### src/segment_triangle_intersect_defines.svh
// ----------------------------------------------------------------------------
// Assertion macros for the segment / triangle intersection block
// Shared concurrent assertion forms, clocked on clk and disabled in reset.
// ----------------------------------------------------------------------------
`ifndef SEGMENT_TRIANGLE_INTERSECT_DEFINES_SVH
`define SEGMENT_TRIANGLE_INTERSECT_DEFINES_SVH

// Same-cycle implication.
`define STI_ASSERT_NOW(label, ante, cons, msg) \
  label: assert property (@(posedge clk) disable iff (rst) (ante) |-> (cons)) \
    else $error(msg);

// Next-cycle implication.
`define STI_ASSERT_NEXT(label, ante, cons, msg) \
  label: assert property (@(posedge clk) disable iff (rst) (ante) |=> (cons)) \
    else $error(msg);

`endif

### src/sti_pkg.sv
// ----------------------------------------------------------------------------
// sti_pkg
// Shared constants, types and width helpers of the intersection block.
// ----------------------------------------------------------------------------
`default_nettype none

package sti_pkg;

  localparam int COORD_BITS_DEF = 20;
  localparam int FRAC_BITS_DEF  = 16;
  localparam int CFG_IDX_BITS   = 3;

  typedef enum logic [CFG_IDX_BITS-1:0] {
    REG_VERTEX_A       = 3'd0,
    REG_VERTEX_B       = 3'd1,
    REG_VERTEX_C       = 3'd2,
    REG_UNIT_NORMAL    = 3'd3,
    REG_INFLATE_RADIUS = 3'd4,
    REG_USE_TRANSLATED = 3'd5
  } cfg_reg_t;

  typedef struct packed {
    logic hit;
    logic behind;
    logic singular;
  } item_flags_t;

  // Width of a difference vector component (shifted vertex plus one bit).
  function automatic int diff_w(input int c, input int f);
    int vw;
    vw = ((2 * c - f > c) ? 2 * c - f : c) + 1;
    return vw + 1;
  endfunction

  // Width of a 3x3 determinant of difference vectors.
  function automatic int det_w(input int c, input int f);
    return 3 * diff_w(c, f) + 2;
  endfunction

endpackage

`default_nettype wire

### src/sti_out.sv
// ----------------------------------------------------------------------------
// sti_out
// Intersection point from the reported t, output register and skid stage.
// ----------------------------------------------------------------------------
`default_nettype none

`include "segment_triangle_intersect_defines.svh"

module sti_out import sti_pkg::*; #(
  parameter int COORD_BITS = COORD_BITS_DEF,
  parameter int FRAC_BITS  = FRAC_BITS_DEF
) (
  input  logic                         clk,
  input  logic                         rst,
  output logic                         en,
  input  logic                         in_valid,
  input  logic [6*COORD_BITS-1:0]      in_side,
  input  item_flags_t                  in_flags,
  input  logic signed [COORD_BITS-1:0] in_tq,
  output logic                         out_valid,
  input  logic                         out_ready,
  output item_flags_t                  out_flags,
  output logic [COORD_BITS-1:0]        out_tq,
  output logic [COORD_BITS-1:0]        out_px,
  output logic [COORD_BITS-1:0]        out_py,
  output logic [COORD_BITS-1:0]        out_pz
);

  localparam int C   = COORD_BITS;
  localparam int F   = FRAC_BITS;
  localparam int PRW = 2 * C + 1;
  localparam int SMW = PRW + 1;
  localparam logic signed [PRW-1:0] HALF_F = PRW'(1) <<< (F - 1);
  localparam logic signed [SMW-1:0] P_MAX  = SMW'((C'(1) << (C - 1)) - C'(1));
  localparam logic signed [SMW-1:0] P_MIN  = -P_MAX - SMW'(1);

  // The result record as it sits in the output register and the skid stage.
  typedef struct packed {
    item_flags_t  flags;
    logic [C-1:0] tq;
    logic [C-1:0] px;
    logic [C-1:0] py;
    logic [C-1:0] pz;
  } result_t;

  logic    skid_valid;
  result_t skid, outr, res;

  assign en = !skid_valid;

  // P1: t times the motion delta.
  logic                  p1_valid;
  item_flags_t           p1_flags;
  logic signed [C-1:0]   p1_tq;
  logic signed [C-1:0]   p1_cur  [3];
  logic signed [PRW-1:0] p1_prod [3];

  always_ff @(posedge clk) begin
    if (rst) begin
      p1_valid <= 1'b0;
    end else if (en) begin
      p1_valid <= in_valid;
    end
  end

  always_ff @(posedge clk) begin
    if (en) begin
      p1_flags <= in_flags;
      p1_tq    <= in_tq;
      for (int j = 0; j < 3; j++) begin
        p1_cur[j]  <= signed'(in_side[j*C +: C]);
        p1_prod[j] <= PRW'(in_tq) * PRW'((C+1)'(signed'(in_side[(j+3)*C +: C]))
                                       - (C+1)'(signed'(in_side[j*C +: C])));
      end
    end
  end

  // Rounding, addition and saturation of each axis.
  logic signed [PRW-1:0] offs [3];
  logic signed [SMW-1:0] psum [3];
  logic [C-1:0]          pnt  [3];

  always_comb begin
    for (int j = 0; j < 3; j++) begin
      offs[j] = (p1_prod[j] + HALF_F) >>> F;
      psum[j] = SMW'(p1_cur[j]) + SMW'(offs[j]);
      if (psum[j] > P_MAX) begin
        pnt[j] = P_MAX[C-1:0];
      end else if (psum[j] < P_MIN) begin
        pnt[j] = P_MIN[C-1:0];
      end else begin
        pnt[j] = psum[j][C-1:0];
      end
    end
    res.flags = p1_flags;
    res.tq    = p1_tq;
    res.px    = pnt[0];
    res.py    = pnt[1];
    res.pz    = pnt[2];
  end

  // Output register with a one-entry skid stage behind it.
  always_ff @(posedge clk) begin
    if (rst) begin
      out_valid  <= 1'b0;
      skid_valid <= 1'b0;
    end else if (!out_valid || out_ready) begin
      out_valid  <= skid_valid || p1_valid;
      skid_valid <= 1'b0;
    end else if (en && p1_valid) begin
      skid_valid <= 1'b1;
    end
  end

  always_ff @(posedge clk) begin
    if (!out_valid || out_ready) begin
      outr <= skid_valid ? skid : res;
    end else if (en && p1_valid) begin
      skid <= res;
    end
  end

  assign out_flags = outr.flags;
  assign out_tq    = outr.tq;
  assign out_px    = outr.px;
  assign out_py    = outr.py;
  assign out_pz    = outr.pz;

  `STI_ASSERT_NOW(a_skid_behind_out, skid_valid, out_valid, "skid holds a result without an output")
  `STI_ASSERT_NOW(a_skid_fill, $rose(skid_valid), $past(out_valid && !out_ready), "skid filled without a stall")
  `STI_ASSERT_NOW(a_singular_clean, out_valid && outr.flags.singular, !outr.flags.hit && (outr.tq == '0), "singular result not cleared")

endmodule

`default_nettype wire

### config.mk
export PLATFORM = sky130hd
export DESIGN_NAME = sti_out
export DESIGN_NICKNAME = d
export VERILOG_FILES = /design/src/sti_pkg.sv /design/src/sti_out.sv
export VERILOG_INCLUDE_DIRS = /design/src /design/src/src
export SDC_FILE = /design/constraint.sdc
export NUM_CORES = 2
export LEC_CHECK = 0
export BUFFER_PORTS_ARGS = -buffer_cell sky130_fd_sc_hd__buf_2
export CORE_MARGIN = 10
export CORE_UTILIZATION = 59
export DETAILED_ROUTE_END_ITERATION = 8
export PLACE_DENSITY = 0.79
export SLEW_MARGIN = 25
export SYNTH_ARGS = -nofsm -noshare
export SYNTH_HDL_FRONTEND = slang
export SYNTH_SLANG_ARGS = --single-unit
### constraint.sdc
create_clock -name clk -period 25.2 [get_ports clk]
set_clock_uncertainty 0.15 [all_clocks]
set_input_delay 7.56 -clock clk [delete_from_list [all_inputs] [get_ports clk]]
set_output_delay 7.56 -clock clk [all_outputs]
set_load 0.02 [all_outputs]
==> run_results.csv <==
group,metric,value,unit
placed_design,dp_hpwl,119.7,mm
drt,initialDrtViolationCount,2833,
cells_and_area,num-nets-final,8695,
cts,cts-resized-gates,0,
cts,cts.root.buffer_cell,"clkbuf_16",
cts,ctsHoldBuffers,0,
floorplan,core_area,110400,sq um
logic_synthesis,yosysTopAreaCellShare,39.22,%
logic_synthesis,syn-cell-area,65390,sq um
sta,fin_setup_tns,0,ns
sta,rsz0062_at_grt,"no",
logic_synthesis,synth_nets,8629,
drt,vias,46272,
drt,drt-total-wl,154.2,mm
setup_path,r2r_cells,19,
global_routing,grt.total_usage,25.21,%
floorplan,die_h,352.9,um
cts,post_cts_buffers,0,
drt,drt_first_pass_iters,7,
logic_synthesis,synthTopCellsByArea,"fa_1 39%, edfxtp_1 15%, ha_1 9.0%, inv_1 8.5%, and2_1 5.8%",
global_routing,grt_max_degree,68,
global_routing,overflow,0,
sta,period_share,67.42,%
hold_path,hold_class,"flop to flop",
logic_synthesis,synth_commonest_cells,"1484 x inv_1, 1281 x fa_1, 611 x and2_1",
logic_synthesis,synth_edf_count,327,
hold_path,min_path_cells,0,
logic_synthesis,synth_cell_types,86,
sta,period_minus_slack,16.99,ns
floorplan,start_util,59.25,%
sta,max_slew_margin,34.81,%
floorplan,dieArea,124600,sq um
sta,drv_slew,0,
placed_design,dp_worst_setup_slack,7.548,ns
setup_path,endpoint_kind,"flop",
cells_and_area,drive_above_1_share,6.999,%
cells_and_area,area_growth,6.017,%
logic_synthesis,synth_area_leader_cell,"fa_1",
sta,hold_viol_final,0,
drt,ant_nets,0,
global_routing,antenna_found_initial,2,
drt,route.detailed.drc,0,
placed_design,gp_congestion,0.9094,
cells_and_area,regArea,9883,sq um
cells_and_area,n_fill_cell,8935,
run,maxCapViolCount,0,
global_routing,grt_pass1_vias,50725,
setup_path,crit_path_start_kind,"input pin",
run_status,status,"finished, final reports clean",
cts,clk_pin_slew,0.06,ns
drt,via_per_inst,5.563,
sta,setup_ws,8.210,ns
placed_design,io_buffer_count,231,
cts,cts_buffers,40,
cts,clockBufferDepth,3,
sta,fmax,0.05886,GHz
cts,cts_tree,"yes",
sta,worst_pin_slew,0.9709,ns
logic_synthesis,async_reset_ff_share,0,%
cells_and_area,antenna_cells,0,
setup_path,crit_fanout,20,
setup_path,crit_arrival,17.17,ns
hold_path,holdCritStartpoint,"p1_tq[17]$_DFFE_PN_",
floorplan,io_pins,232,
setup_path,path_class,"input pin to flop",
sta,setup_viol,0,
setup_path,cp_common_cell,"fa_1",
cts,htreeDepth,2,
setup_path,slowest_delay,0.67,ns
logic_synthesis,ys_ff_latch,330,
logic_synthesis,synthCells,6733,
floorplan,rows,122,
logic_synthesis,ys.flop_type,"edfxtp_1",
cts,cts.sinks,330,
setup_path,crit-reg2reg-launch,"p1_prod[0][17]$_DFFE_PN_",
logic_synthesis,yosysMostFrequentCell,"inv_1",
logic_synthesis,yosysSeqAreaShare,15.11,%
floorplan,die_w,352.9,um
setup_path,startpoint,"in_side[1]",
cts,clock_latency,0.60,ns
logic_synthesis,yosysWarnings,0,
global_routing,grt_pass1_wl,257.9,mm
setup_path,required,25.38,ns
setup_path,slowest_stage,"o311ai_0",
drt,wl_per_cell,18.53,um
logic_synthesis,avgSynthCellArea,9.712,sq um
cells_and_area,multi_input_area,48810,sq um
-- cells by family after synthesis --
family,after synthesis,synth area share (%)
buffers and inverters,1788,10.34
AND/OR/NAND/NOR,1862,14.78
AO/OA/AOI/OAI,606,6.050
adder cells (fa/ha/maj),1764,48.40
flip-flops,330,15.11
XOR/XNOR,331,4.433
multiplexers,52,0.8878
-- per-layer routing --
metal  track usage (%)  up-vias  routed length, um
met5                 0        -                  0
met1             31.62    23745              60810
met2             45.42     1465              79620
li1                  -    20726                  -
met3             2.695      336               8876
met4             7.987        0               4864
-- cells in the final DEF, fill, tap and decap left out, types with 8 or more instances in the layout --
cell          n
fa_1       1281
clkbuf_16    42
o22ai_1       9
nand3b_1     28
o21bai_1     16
xor2_1       87
nand2_1     582
xnor2_1     244
nand2b_1     67
buf_4        95
nand3_1      81
inv_1      1484
nor3b_1      16
clkbuf_1      8
a211oi_1     17
a31oi_1      28
o21ai_2      11
o31ai_1      10
or3_1        14
buf_2       231
o311ai_1     12
and2_1      611
o21a_1       31
a21o_1       70
nand4_1      29
o21ai_0     110
nor2_1      209
ha_1        468
maj3_1       15
nor3_1       30
a21oi_1     161
and3_1       41
nor2b_1     102
o21ai_1      23
edfxtp_1    327
o211ai_1     19
and3b_1      12
mux2_2       48
-- through the flow --
step	std cells	util [%]	hold WS [ns]	instance area (sq um)
6_report	8318	62.82	0.2927	69330
5_1_grt	8318	62.82	0.3104	69330
4_1_cts	8318	62.82	0.2959	69330
3_5_place_dp	8245	61.62	0.2820	68010
3_3_place_gp	8245	61.62	0.2779	68010
2_1_floorplan	6733	-	0.2722	65390
-- area by class of cell --
cell class / count / share of cell area [%]
inverter: 1486 / 8.056
clock buffer: 51 / 1.579
multi-input combinational: 4615 / 70.40
sequential: 330 / 14.26
clock inverter: 22 / 0.3303
timing repair buffer: 326 / 2.696
tap: 1488 / 2.685
-- sequential cells by signal, summed over array words and instances, names as in the netlist --
register,count
skid,83
p1_prod,78
p1_cur,60
out_px,20
out_py,20
out_pz,20
out_tq,20
p1_tq,20
out_flags,3
p1_flags,3
out_valid,1
p1_valid,1
skid_valid,1
-- path summary, 6_finish.rpt --
kind                                                  to  slack, ns
worst min register to register        skid[77]$_DFFE_PP_       0.29
worst max-delay path            p1_prod[0][40]$_DFFE_PN_       8.21
worst max register to register       out_px[8]$_DFFE_PN_      19.69
worst min-delay path                  skid[77]$_DFFE_PP_       0.29
-- worst max-delay path: cells and delay by family --
kind	cells	cell delay (ns)
and+or+nand+nor	5	1.37
buffers and inverters	6	0.58
AOI/OAI and AO/OA	13	3.26
xor gates and xnor gates	2	0.23
adders and majority gates	9	4.17
Power is not shown: default switching activity piles up to over one toggle a cycle in this logic, so the estimate is an artifact.
